File: src/aur_pkg.sv
`default_nettype none

package aur_pkg;

  localparam int MAX_FRAMES  = 20;
  localparam int IDX_W       = $clog2(MAX_FRAMES + 1);
  localparam int ADDR_W      = (MAX_FRAMES > 1) ? $clog2(MAX_FRAMES) : 1;
  localparam int FRAME_BYTES = 7;
  localparam int POS_W       = $clog2(FRAME_BYTES);
  localparam int PART_W      = (FRAME_BYTES - 1) * 8;
  localparam int FNUM_W      = 5;
  localparam int COUNT_W     = 8;
  localparam int TIMER_W     = 16;

  localparam logic [TIMER_W-1:0] ACK_TIMEOUT_RESET = 16'd1000;
  localparam logic [7:0]         ACK_CODE          = 8'hff;

  typedef enum logic [2:0] {
    KIND_ECHO_HEAD   = 3'd0,
    KIND_ECHO_FRAME  = 3'd1,
    KIND_STORE_FRAME = 3'd2,
    KIND_STORE_HEAD  = 3'd3,
    KIND_DONE        = 3'd4,
    KIND_NACK        = 3'd5,
    KIND_TIMEOUT     = 3'd6,
    KIND_OVERFLOW    = 3'd7
  } kind_t;

  typedef enum logic [1:0] {
    MODE_SINGLE = 2'd0,
    MODE_ECHO   = 2'd1,
    MODE_COMMIT = 2'd2
  } mode_t;

  typedef struct packed {
    logic [7:0]  red;
    logic [7:0]  green;
    logic [7:0]  blue;
    logic [31:0] ftime;
  } frame_t;

  typedef struct packed {
    logic  start;
    mode_t mode;
    kind_t kind;
  } emit_cmd_t;

endpackage

`default_nettype wire

File: src/aur_frame_ram.sv
`default_nettype none

module aur_frame_ram (
  input  wire logic                      clk,
  input  wire logic                      we,
  input  wire logic [aur_pkg::ADDR_W-1:0] waddr,
  input  wire aur_pkg::frame_t           wdata,
  input  wire logic                      re,
  input  wire logic [aur_pkg::ADDR_W-1:0] raddr,
  output aur_pkg::frame_t                rdata
);

  aur_pkg::frame_t mem [aur_pkg::MAX_FRAMES];

  always_ff @(posedge clk) begin
    if (we) begin
      mem[waddr] <= wdata;
    end
    if (re) begin
      rdata <= mem[raddr];
    end
  end

endmodule

`default_nettype wire

File: src/aur_emit.sv
`default_nettype none

module aur_emit (
  input  wire logic                        clk,
  input  wire logic                        rst,
  input  wire aur_pkg::emit_cmd_t          cmd,
  input  wire logic [7:0]                  slot_in,
  input  wire logic [aur_pkg::COUNT_W-1:0] count_in,
  output logic                             busy,
  output logic                             rd_en,
  output logic [aur_pkg::ADDR_W-1:0]       rd_addr,
  input  wire aur_pkg::frame_t             rd_data,
  output logic                             out_valid,
  input  wire logic                        out_ready,
  output logic [2:0]                       out_kind,
  output logic [7:0]                       out_slot,
  output logic [aur_pkg::FNUM_W-1:0]       out_fnum,
  output logic [7:0]                       out_red,
  output logic [7:0]                       out_green,
  output logic [7:0]                       out_blue,
  output logic [31:0]                      out_time,
  output logic                             out_last
);

  localparam int IW = aur_pkg::IDX_W;
  localparam int FW = aur_pkg::FNUM_W;
  localparam int CW = aur_pkg::COUNT_W;

  typedef enum logic [5:0] {
    E_IDLE  = 6'b000001,
    E_HEAD  = 6'b000010,
    E_READ  = 6'b000100,
    E_FRAME = 6'b001000,
    E_TAIL  = 6'b010000,
    E_DONE  = 6'b100000
  } est_t;

  est_t                state, state_next;
  aur_pkg::mode_t      mode_reg;
  aur_pkg::kind_t      kind_reg;
  logic [IW-1:0]       idx, idx_next, idx_inc;
  logic [31:0]         total, total_next;
  logic                idx_end, count_zero, free;
  logic                load, ld_last;
  aur_pkg::kind_t      ld_kind;
  logic [FW-1:0]       ld_fnum;
  aur_pkg::frame_t     ld_frame;

  assign busy    = (state != E_IDLE);
  assign rd_addr = idx[aur_pkg::ADDR_W-1:0];

  always_comb begin
    state_next = state;
    idx_next   = idx;
    total_next = total;
    load       = 1'b0;
    rd_en      = 1'b0;
    ld_kind    = kind_reg;
    ld_fnum    = count_in[FW-1:0];
    ld_frame   = '0;
    ld_last    = 1'b0;
    idx_inc    = idx + 1'b1;
    idx_end    = (CW'(idx_inc) == count_in);
    count_zero = (count_in == '0);
    free       = !out_valid || out_ready;

    unique case (state)
      E_IDLE: begin
        if (cmd.start) begin
          idx_next   = '0;
          total_next = '0;
          unique case (cmd.mode)
            aur_pkg::MODE_COMMIT: state_next = count_zero ? E_TAIL : E_READ;
            default:              state_next = E_HEAD;
          endcase
        end
      end
      E_HEAD: begin
        if (free) begin
          load = 1'b1;
          if (mode_reg == aur_pkg::MODE_SINGLE) begin
            ld_kind    = kind_reg;
            ld_last    = 1'b1;
            state_next = E_IDLE;
          end else begin
            ld_kind    = aur_pkg::KIND_ECHO_HEAD;
            ld_last    = count_zero;
            state_next = count_zero ? E_IDLE : E_READ;
          end
        end
      end
      E_READ: begin
        rd_en      = 1'b1;
        state_next = E_FRAME;
      end
      E_FRAME: begin
        if (free) begin
          load       = 1'b1;
          ld_kind    = (mode_reg == aur_pkg::MODE_ECHO) ? aur_pkg::KIND_ECHO_FRAME
                                                        : aur_pkg::KIND_STORE_FRAME;
          ld_fnum    = FW'(idx);
          ld_frame   = rd_data;
          ld_last    = (mode_reg == aur_pkg::MODE_ECHO) && idx_end;
          total_next = rd_data.ftime;
          idx_next   = idx_inc;
          if (idx_end) begin
            state_next = (mode_reg == aur_pkg::MODE_ECHO) ? E_IDLE : E_TAIL;
          end else begin
            state_next = E_READ;
          end
        end
      end
      E_TAIL: begin
        if (free) begin
          load           = 1'b1;
          ld_kind        = aur_pkg::KIND_STORE_HEAD;
          ld_frame.ftime = total;
          state_next     = E_DONE;
        end
      end
      E_DONE: begin
        if (free) begin
          load       = 1'b1;
          ld_kind    = aur_pkg::KIND_DONE;
          ld_last    = 1'b1;
          state_next = E_IDLE;
        end
      end
      default: state_next = E_IDLE;
    endcase
  end

  always_ff @(posedge clk) begin
    if (rst) begin
      state     <= E_IDLE;
      out_valid <= 1'b0;
    end else begin
      state <= state_next;
      if (load) begin
        out_valid <= 1'b1;
      end else if (out_ready) begin
        out_valid <= 1'b0;
      end
    end
  end

  always_ff @(posedge clk) begin
    idx   <= idx_next;
    total <= total_next;
    if (state == E_IDLE && cmd.start) begin
      mode_reg <= cmd.mode;
      kind_reg <= cmd.kind;
    end
    if (load) begin
      out_kind  <= ld_kind;
      out_slot  <= slot_in;
      out_fnum  <= ld_fnum;
      out_red   <= ld_frame.red;
      out_green <= ld_frame.green;
      out_blue  <= ld_frame.blue;
      out_time  <= ld_frame.ftime;
      out_last  <= ld_last;
    end
  end

endmodule

`default_nettype wire

File: src/animation_upload_receiver_top.sv
// Animation upload receiver.
// Input channel (in_valid/in_ready, op, rx_byte): one serial byte (op 0) or one
// millisecond tick (op 1) per transaction. Output channel (out_valid/out_ready):
// one result per transaction; last marks the final result caused by an input.
// Config channel (cfg_valid/cfg_ready, ack_timeout_ms): always ready. It must be
// written only while the block is idle; the block itself does not enforce this.
// A byte or tick that produces no result leaves in_ready high, so the next
// transaction may follow in the next cycle. An input that produces results
// holds in_ready low while the result sequencer runs: it loads each header,
// done or error result directly and each frame result in two steps (frame
// memory read, then output load). The final result sits in the output register
// while the next input is accepted. The sequencer registers its state before
// it loads the first result into the output register, after a frame memory
// read when a commit opens with a frame. A stalled receiver (out_ready low)
// stops the sequencer at its next result. Reset returns the parser to waiting
// for the slot byte, empties the output register and sets the ack timeout limit
// to 1000; frame memory is not cleared.
`default_nettype none

module animation_upload_receiver_top (
  input  wire logic        clk,
  input  wire logic        rst,
  input  wire logic        in_valid,
  output logic             in_ready,
  input  wire logic        op,
  input  wire logic [7:0]  rx_byte,
  output logic             out_valid,
  input  wire logic        out_ready,
  output logic [2:0]       kind,
  output logic [7:0]       slot,
  output logic [4:0]       frame_number,
  output logic [7:0]       red,
  output logic [7:0]       green,
  output logic [7:0]       blue,
  output logic [31:0]      frame_time,
  output logic             last,
  input  wire logic        cfg_valid,
  output logic             cfg_ready,
  input  wire logic [15:0] ack_timeout_ms
);

  localparam int IW = aur_pkg::IDX_W;
  localparam int PW = aur_pkg::POS_W;
  localparam int CW = aur_pkg::COUNT_W;
  localparam logic [IW-1:0] IDX_FULL = IW'(aur_pkg::MAX_FRAMES);
  localparam logic [PW-1:0] POS_LAST = PW'(aur_pkg::FRAME_BYTES - 1);

  typedef enum logic [3:0] {
    PH_SLOT  = 4'b0001,
    PH_COUNT = 4'b0010,
    PH_DATA  = 4'b0100,
    PH_ACK   = 4'b1000
  } phase_t;

  phase_t                         phase, phase_next;
  logic [7:0]                     slot_reg, slot_reg_next;
  logic [CW-1:0]                  count_reg, count_reg_next;
  logic [IW-1:0]                  frame_idx, frame_idx_next, idx_inc;
  logic [PW-1:0]                  byte_pos, byte_pos_next;
  logic [aur_pkg::PART_W-1:0]     part_frame, part_frame_next;
  logic [aur_pkg::TIMER_W-1:0]    ack_timer, ack_timer_next;
  logic [aur_pkg::TIMER_W-1:0]    timeout_limit;
  logic                           accept, busy;
  aur_pkg::emit_cmd_t             cmd;
  logic                           mem_we;
  aur_pkg::frame_t                mem_wdata, rd_data;
  logic                           rd_en;
  logic [aur_pkg::ADDR_W-1:0]     rd_addr;

  assign in_ready  = !busy;
  assign cfg_ready = 1'b1;
  assign accept    = in_valid && in_ready;
  assign mem_wdata = aur_pkg::frame_t'({part_frame, rx_byte});

  always_comb begin
    phase_next      = phase;
    slot_reg_next   = slot_reg;
    count_reg_next  = count_reg;
    frame_idx_next  = frame_idx;
    byte_pos_next   = byte_pos;
    part_frame_next = part_frame;
    ack_timer_next  = ack_timer;
    cmd.start       = 1'b0;
    cmd.mode        = aur_pkg::MODE_SINGLE;
    cmd.kind        = aur_pkg::KIND_NACK;
    mem_we          = 1'b0;
    idx_inc         = frame_idx + 1'b1;

    if (accept) begin
      if (op) begin
        if (phase == PH_ACK) begin
          if (ack_timer >= timeout_limit) begin
            cmd.start  = 1'b1;
            cmd.kind   = aur_pkg::KIND_TIMEOUT;
            phase_next = PH_SLOT;
          end else begin
            ack_timer_next = ack_timer + 1'b1;
          end
        end
      end else begin
        unique case (phase)
          PH_SLOT: begin
            slot_reg_next = rx_byte;
            phase_next    = PH_COUNT;
          end
          PH_COUNT: begin
            count_reg_next = rx_byte;
            frame_idx_next = '0;
            byte_pos_next  = '0;
            if (rx_byte == '0) begin
              cmd.start      = 1'b1;
              cmd.mode       = aur_pkg::MODE_ECHO;
              ack_timer_next = '0;
              phase_next     = PH_ACK;
            end else begin
              phase_next = PH_DATA;
            end
          end
          PH_DATA: begin
            if (frame_idx == IDX_FULL) begin
              // buffer full: consume the byte and drop the packet
              cmd.start  = 1'b1;
              cmd.kind   = aur_pkg::KIND_OVERFLOW;
              phase_next = PH_SLOT;
            end else if (byte_pos == POS_LAST) begin
              mem_we         = 1'b1;
              frame_idx_next = idx_inc;
              byte_pos_next  = '0;
              if (CW'(idx_inc) == count_reg) begin
                cmd.start      = 1'b1;
                cmd.mode       = aur_pkg::MODE_ECHO;
                ack_timer_next = '0;
                phase_next     = PH_ACK;
              end
            end else begin
              part_frame_next = {part_frame[aur_pkg::PART_W-9:0], rx_byte};
              byte_pos_next   = byte_pos + 1'b1;
            end
          end
          PH_ACK: begin
            cmd.start  = 1'b1;
            cmd.mode   = (rx_byte == aur_pkg::ACK_CODE) ? aur_pkg::MODE_COMMIT
                                                        : aur_pkg::MODE_SINGLE;
            phase_next = PH_SLOT;
          end
          default: phase_next = PH_SLOT;
        endcase
      end
    end
  end

  always_ff @(posedge clk) begin
    if (rst) begin
      phase         <= PH_SLOT;
      slot_reg      <= '0;
      count_reg     <= '0;
      frame_idx     <= '0;
      byte_pos      <= '0;
      ack_timer     <= '0;
      timeout_limit <= aur_pkg::ACK_TIMEOUT_RESET;
    end else begin
      phase     <= phase_next;
      slot_reg  <= slot_reg_next;
      count_reg <= count_reg_next;
      frame_idx <= frame_idx_next;
      byte_pos  <= byte_pos_next;
      ack_timer <= ack_timer_next;
      if (cfg_valid && cfg_ready) begin
        timeout_limit <= ack_timeout_ms;
      end
    end
  end

  always_ff @(posedge clk) begin
    part_frame <= part_frame_next;
  end

  aur_frame_ram u_frame_ram (
    .clk   (clk),
    .we    (mem_we),
    .waddr (frame_idx[aur_pkg::ADDR_W-1:0]),
    .wdata (mem_wdata),
    .re    (rd_en),
    .raddr (rd_addr),
    .rdata (rd_data)
  );

  aur_emit u_emit (
    .clk       (clk),
    .rst       (rst),
    .cmd       (cmd),
    .slot_in   (slot_reg),
    .count_in  (count_reg),
    .busy      (busy),
    .rd_en     (rd_en),
    .rd_addr   (rd_addr),
    .rd_data   (rd_data),
    .out_valid (out_valid),
    .out_ready (out_ready),
    .out_kind  (kind),
    .out_slot  (slot),
    .out_fnum  (frame_number),
    .out_red   (red),
    .out_green (green),
    .out_blue  (blue),
    .out_time  (frame_time),
    .out_last  (last)
  );

  a_frame_idx_bound: assert property (@(posedge clk) disable iff (rst)
    frame_idx <= IDX_FULL)
    else $error("frame index beyond buffer");

  a_ack_byte_to_slot: assert property (@(posedge clk) disable iff (rst)
    accept && !op && phase == PH_ACK |=> phase == PH_SLOT && !in_ready)
    else $error("acknowledge byte did not end the packet");

  a_result_blocks_input: assert property (@(posedge clk) disable iff (rst)
    cmd.start |=> busy)
    else $error("result sequencer did not start");

  a_timer_bound: assert property (@(posedge clk) disable iff (rst)
    accept && op && phase == PH_ACK && ack_timer < timeout_limit |=> ack_timer != '0)
    else $error("ack timer wrapped");

endmodule

`default_nettype wire

File: config.mk
export PLATFORM = sky130hd
export DESIGN_NAME = animation_upload_receiver_top
export DESIGN_NICKNAME = d
export VERILOG_FILES = /design/src/aur_pkg.sv /design/src/aur_frame_ram.sv /design/src/aur_emit.sv /design/src/animation_upload_receiver_top.sv
export SDC_FILE = /design/constraint.sdc
export NUM_CORES = 1
export LEC_CHECK = 0
export ABC_AREA = 0
export CAP_MARGIN = 20
export CORE_ASPECT_RATIO = 1.75
export CORE_UTILIZATION = 67
export CTS_BUF_LIST = sky130_fd_sc_hd__clkbuf_8 sky130_fd_sc_hd__clkbuf_16
export DETAILED_ROUTE_END_ITERATION = 6
export DONT_BUFFER_PORTS = 1
export MAX_ROUTING_LAYER = met4
export PLACE_DENSITY = 0.83
export SLEW_MARGIN = 20
export SYNTH_ARGS = -nofsm -noshare
export SYNTH_HDL_FRONTEND = slang
export SYNTH_SLANG_ARGS = --single-unit
File: constraint.sdc
create_clock -name clk -period 8.81 [get_ports clk]
set_input_delay 0.881 -clock clk [delete_from_list [all_inputs] [get_ports clk]]
set_output_delay 0.881 -clock clk [all_outputs]
set_load 0.02 [all_outputs]
==> results of run 1 <==
## worst max-delay path: stages (launching register included)
cell     delay, ns
dfxtp_1       0.52
nor4_1        0.64
nand4_1       0.43
nor3_1        0.69
nand2_1       0.55
nor2_4        1.01
buf_4         0.78
## how the worst max path moves through the flow
| stage | startpoint | to | slack (ns) |
|---|---|---|---|
| floorplan | op | part_frame[0] | 3.57 |
| global placement | u_emit.state[3] | u_frame_ram.mem[0][20] | 4.23 |
| detailed placement | u_emit.state[3] | u_frame_ram.mem[6][25] | 4.20 |
| CTS | u_emit.state[3] | u_frame_ram.mem[6][24] | 4.12 |
| global route | u_emit.state[3] | u_frame_ram.mem[6][24] | 3.69 |
| finish | u_emit.state[3] | u_frame_ram.mem[6][24] | 3.77 |
## report_power, final
| group | leakage, nW | total (mW) | switching (mW) | internal (mW) |
|---|---|---|---|---|
| logic | 3.74 | 0.0353 | 0.0211 | 0.0143 |
| clock network | 1.95 | 5.32 | 2.43 | 2.90 |
| registers | 12.8 | 7.22 | 0.00519 | 7.21 |
## cells by family (layout without fill, tap and decap cells)
logic type / count (synthesis) / in the layout / share of synthesized area
compound gates: 133 / 133 / 0.0160
mux: 432 / 432 / 0.160
buf+inv: 156 / 285 / 0.0111
flops: 1405 / 1405 / 0.772
simple gates: 341 / 341 / 0.0329
xor+xnor: 17 / 17 / 0.00277
other cells: 1 / 2 / 0.0000697
fa+ha+maj: 22 / 22 / 0.00512
## layout by cell type, fill, tap and decap left out, types with 35 or more instances in the layout
cell       Yosys  routed
nand2_1       63      63
mux2_2        61      61
buf_4          1      40
inv_1         28      47
nor2_1        99      78
a21oi_1       60      60
mux2i_1       35      35
dfxtp_1       67      67
clkbuf_16      0     112
mux4_2       336     336
edfxtp_1    1338    1338
## final cells by class
cell class | count | area [um^2]
multi-input cells | 946 | 11900
clock inverters | 98 | 1010
flip-flops and latches | 1405 | 41500
diodes | 1 | 2.50
clock buffers | 113 | 2820
repair buffers | 45 | 390
fillers | 3805 | 20500
inverters | 29 | 109
well taps | 1042 | 1300
## stage by stage
step	util	hold slack (ns)	std cells	cell area, um^2	setup slack (ns)
final	0.742	0.241	3679	59000	3.77
after global routing	0.742	0.221	3679	59000	3.69
after CTS	0.741	0.189	3677	59000	4.12
after detailed placement	0.693	0.419	3466	55100	4.20
after global placement	0.693	0.416	3466	55100	4.23
after floorplan	-	0.408	2507	53800	3.57
## Yosys cell counts (5+ instances only)
master	instances
edfxtp_1	1338
mux4_2	336
nor2_1	99
clkbuf_1	86
dfxtp_1	67
nand2_1	63
mux2_2	61
a21oi_1	60
mux2i_1	35
and2_1	33
buf_1	33
and3_1	31
inv_1	28
ha_1	22
nand3_1	22
nand2b_1	19
o21ai_0	16
nor3_1	15
o211ai_1	13
nor4_1	12
nand4_1	10
xor2_1	9
xnor2_1	8
buf_2	7
a211oi_1	6
a31oi_1	5
or3_1	5
## per-layer routing
metal | part of all wire | up-vias | GRT usage
met5 | 0 | - | -
met4 | 0.053 | 0 | 0.181
met3 | 0.11 | 521 | 0.0640
met2 | 0.52 | 2606 | 0.598
met1 | 0.32 | 14100 | 0.445
li1 | - | 10400 | -
==> impl_metrics.ini, run 1 <==
[outcome]
status = finished, final reports clean

[global_routing]
grt_max_degree = 112
grt_overflow_total = 0
grt_pass1_wl_um = 201000
grt_antenna_before_repair = 3
grt_pass1_vias = 28100
grtUsageTotal = 0.366

[setup_path]
critPathRequiredTime_ns = 9.16
reg2reg_to = u_frame_ram.mem[6][24]
r2r-start = u_emit.state[3]
critical_path.max_fanout = 34
critPathKind = register to register
reg2reg_depth = 6
arrival_ns = 5.38
cp-start-kind = register
reg2reg_slack_ns = 3.77
worstSetupEndpointType = register

[clocking]
holdBufCountCts = 0
cts_tree = built
postCtsResizedCells = 0
clk_latency_ns = 0.74
cts.path.max_buffers = 3
cts_num_sinks = 1405
postCtsSetupBuffers = 0
cts.htree.levels = 3
cts_made_buffers = 111
clk_pin_slew_ns = 0.07
cts_root_buffer = clkbuf_16

[die]
num_rows = 137
io_pins = 106
dieWidth_um = 216
core_um2 = 79500
die_area_um2 = 81500
start_util = 0.676
die_y_um = 377

[cells_and_area]
nets = 2590
top_regs = u_frame_ram.mem x1120, u_frame_ram.rdata x56, part_frame x48
drive_gt1_frac = 0.249
largest_register_ffs = 1120
area_growth_pct = 9.76
top_register = u_frame_ram.mem

[logic_synthesis]
synth-main-ff-cell = edfxtp_1
synth_enable_flop_cells = 1338
avgSynthCellArea_um2 = 21.5
ys_ff_latch = 1405
ys_warn_count = 0
synthDistinctLibCells = 70
yosysSeqAreaShare = 0.772
synth_area_um2 = 53800
synth_nets = 2559
yosysTopAreaCellShare = 0.747
yosys.area.top_type = edfxtp_1
async_flop_share = 0
ys_top_cells_by_area = edfxtp_1 75%, mux4_2 14%, dfxtp_1 2.5%
syn_inst = 2507

[drt]
drtIter0Drc = 4919
viasPerCell = 7.53
drcViolationCount = 0
dr.pass1.iters = 6
via_count = 27700
wire_per_inst_um = 38.3
wirelength_um = 141000
ant_nets = 0

[power_and_ir_drop]
max-vdd-ir-drop_uv = 183
leakage_nw = 18.5
power_mw = 12.6
power_density_nw_per_um2 = 213

[placed_design]
routabilityCongestion = 0.871
io_buffers = 0
place_hpwl_um = 65100

[timing]
slew_headroom = 0.237
min_period_over_period = 0.572
fin_crit_ns = 5.04
tightestPinTransition_ns = 1.14
rsz0062_at_grt = no
report.final.slew_viol_count = 0
hold_viol_final = 0
final-setup-viol-count = 0
fmax_mhz = 199
tns_ns = 0
clock-skew-final_ns = 0.0350

[min_path]
whs_endpoint = timeout_limit[4]
hp-class = input pin to register
hold_start = rst
hold-path-cell-count = 1

[flow_run]
maxCapViolCount = 0
No activity file was read; power rests on OpenSTA's default activity.
==> run 2: changes to the inputs <==
CORE_UTILIZATION = 57   (was 67)
PLACE_DENSITY = 0.75   (was 0.83)
clock period = 4.2 ns   (was 8.81 ns; I/O delays follow)
==> impl_metrics.ini, run 2 (same netlist as run 1, synthesis figures left out) <==
[die]
die_y_um = 408
start_util = 0.577
io_pins = 106
num_rows = 148
dieWidth_um = 234
die_area_um2 = 95600
core_um2 = 93100

[flow_run]
maxCapViolCount = 0

[clocking]
cts.htree.levels = 3
cts_made_buffers = 112
clk_pin_slew_ns = 0.07
cts_tree = built
cts.path.max_buffers = 3
clk_latency_ns = 0.73
postCtsResizedCells = 0
cts_num_sinks = 1405
cts_root_buffer = clkbuf_16

[outcome]
violations = DRC
status = finished, violations left

[timing]
clock-skew-final_ns = 0.0274
report.final.slew_viol_count = 0
slew_headroom = 0.221
final-setup-viol-count = 0
rsz0062_at_grt = no
tightestPinTransition_ns = 1.16
holdWs_ns = 0.0513
min_period_over_period = 0.811
fin_crit_ns = 3.41
hold_viol_final = 0
fmax_mhz = 294
fin_ws_ns = 0.794

[min_path]
hold_start = in_valid
hp-class = input pin to register

[drt]
wl_met2_um = 68000
dr.pass1.iters = 7
via_count = 25800
drcViolationCount = 45
wirelength_met1_um = 43600
drtIter0Drc = 2827
top_layer = met4
wl_met3_um = 9050
wire_per_inst_um = 32.1
ant_nets = 0
wirelength_um = 125000
viasPerCell = 6.63

[placed_design]
routabilityCongestion = 0.846
place_ws_ns = 0.866
io_buffers = 0
place_hpwl_um = 65200
place_area_um2 = 55800

[power_and_ir_drop]
max-vdd-ir-drop_uv = 353
leakage_nw = 18.8
power_density_nw_per_um2 = 437

[setup_path]
crit_end = u_frame_ram.mem[6][21]
reg2reg_to = u_frame_ram.mem[6][21]
crit_start = u_emit.state[3]
critPathRequiredTime_ns = 4.55
worstSetupEndpointType = register
reg2reg_depth = 7
critical_path.max_fanout = 30
slowest_delay_ns = 0.56
reg2reg_slack_ns = 0.79
arrival_ns = 3.76
critPathKind = register to register
path_common_cell = buf_4
crit_slowest_cell = nor4_1
r2r-start = u_emit.state[3]
path_cells = nor4_1 -> nand4_1 -> buf_4 -> nor3_1 -> nand2_1 -> nor2_4 -> buf_4
cp-start-kind = register

[global_routing]
grt_overflow_total = 0
grtUsageTotal = 0.278
grt_max_degree = 96
grt_pass1_vias = 27100
grt_pass1_wl_um = 184000
grt_antenna_before_repair = 7

[cells_and_area]
fill_cells = 5731
nets = 2650
mostFrequentLayoutCell = edfxtp_1
largest_register_ffs = 1120
top_regs = u_frame_ram.mem x1120, u_frame_ram.rdata x56, part_frame x48
mostFrequentLayoutCells = 1338 x edfxtp_1, 336 x mux4_2, 113 x clkbuf_16
top_register = u_frame_ram.mem
multiInputGateArea_um2 = 11900
fin_area_um2 = 60100
seq_area_um2 = 41500
area_growth_pct = 11.7
drive_gt1_frac = 0.251
==> run 2: changes by cell type in the layout (fill, tap and decap cells not counted), moves of 2 or more <==
cell	previous run	this run
clkbuf_8	1	6
buf_12	2	29
bufinv_16	19	17
dlygate4sd3_1	0	40
clkinv_1	18	14
buf_6	2	0
diode_2	1	5
clkinv_4	4	2
buf_4	40	35
clkinv_2	28	24
clkinvlp_4	4	10
==> run 2: final cells by class <==
type,instances,share of cell area
sequential,1405,0.691
multi-input combinational,946,0.198
clock buffer,119,0.0484
tap,1200,0.0250
timing repair buffer,104,0.0207
clock inverter,90,0.0153
inverter,29,0.00181
antenna,5,0.000208
==> run 2: worst min path at each step <==
stage	to	slack (ns)	cells after the start
floorplan	u_emit.out_slot[0]	0.41	0
global placement	u_emit.out_slot[5]	0.41	0
detailed placement	u_emit.out_slot[6]	0.42	0
CTS	phase[1]	0.02	3
global route	count_reg[4]	0.07	4
finish	phase[1]	0.05	3
==> run 2: worst max-delay path, delay by kind of cell (launching register included) <==
family,cells,cell delay [ns]
AND/OR/NAND/NOR,5,1.80
buffers and inverters,2,0.70
flip-flops,1,0.50
==> run 2: where the power goes <==
group | internal [mW] | switching (mW) | total (mW)
sequential | 15.1 | 0.00988 | 15.1
combinational | 0.0597 | 0.0950 | 0.155
clock | 6.07 | 4.90 | 11.0
==> run 2: per-stage QoR <==
| step | instances | power [mW] | util | TNS (ns) |
|---|---|---|---|---|
| after CTS | 3893 | 26.4 | 0.645 | 0 |
| after floorplan | 2507 | 15.5 | - | -319.73 |
| after detailed placement | 3643 | 15.5 | 0.599 | 0 |
| after global routing | 3897 | 26.9 | 0.645 | 0 |
| after global placement | 3643 | 15.5 | 0.599 | 0 |
| final | 3898 | 26.3 | 0.645 | 0 |
==> run 2: what timing repair did <==
action	4_1_cts	5_1_grt
hold buffers	41	0
buffers inserted	0	0
hold endpoints to repair	221	0
==> run 2: per-layer routing <==
layer	vias to the layer above	track usage
li1	10500	-
met1	13700	0.329
met2	1393	0.477
met3	270	0.0478
met4	0	0.0999
met5	-	-
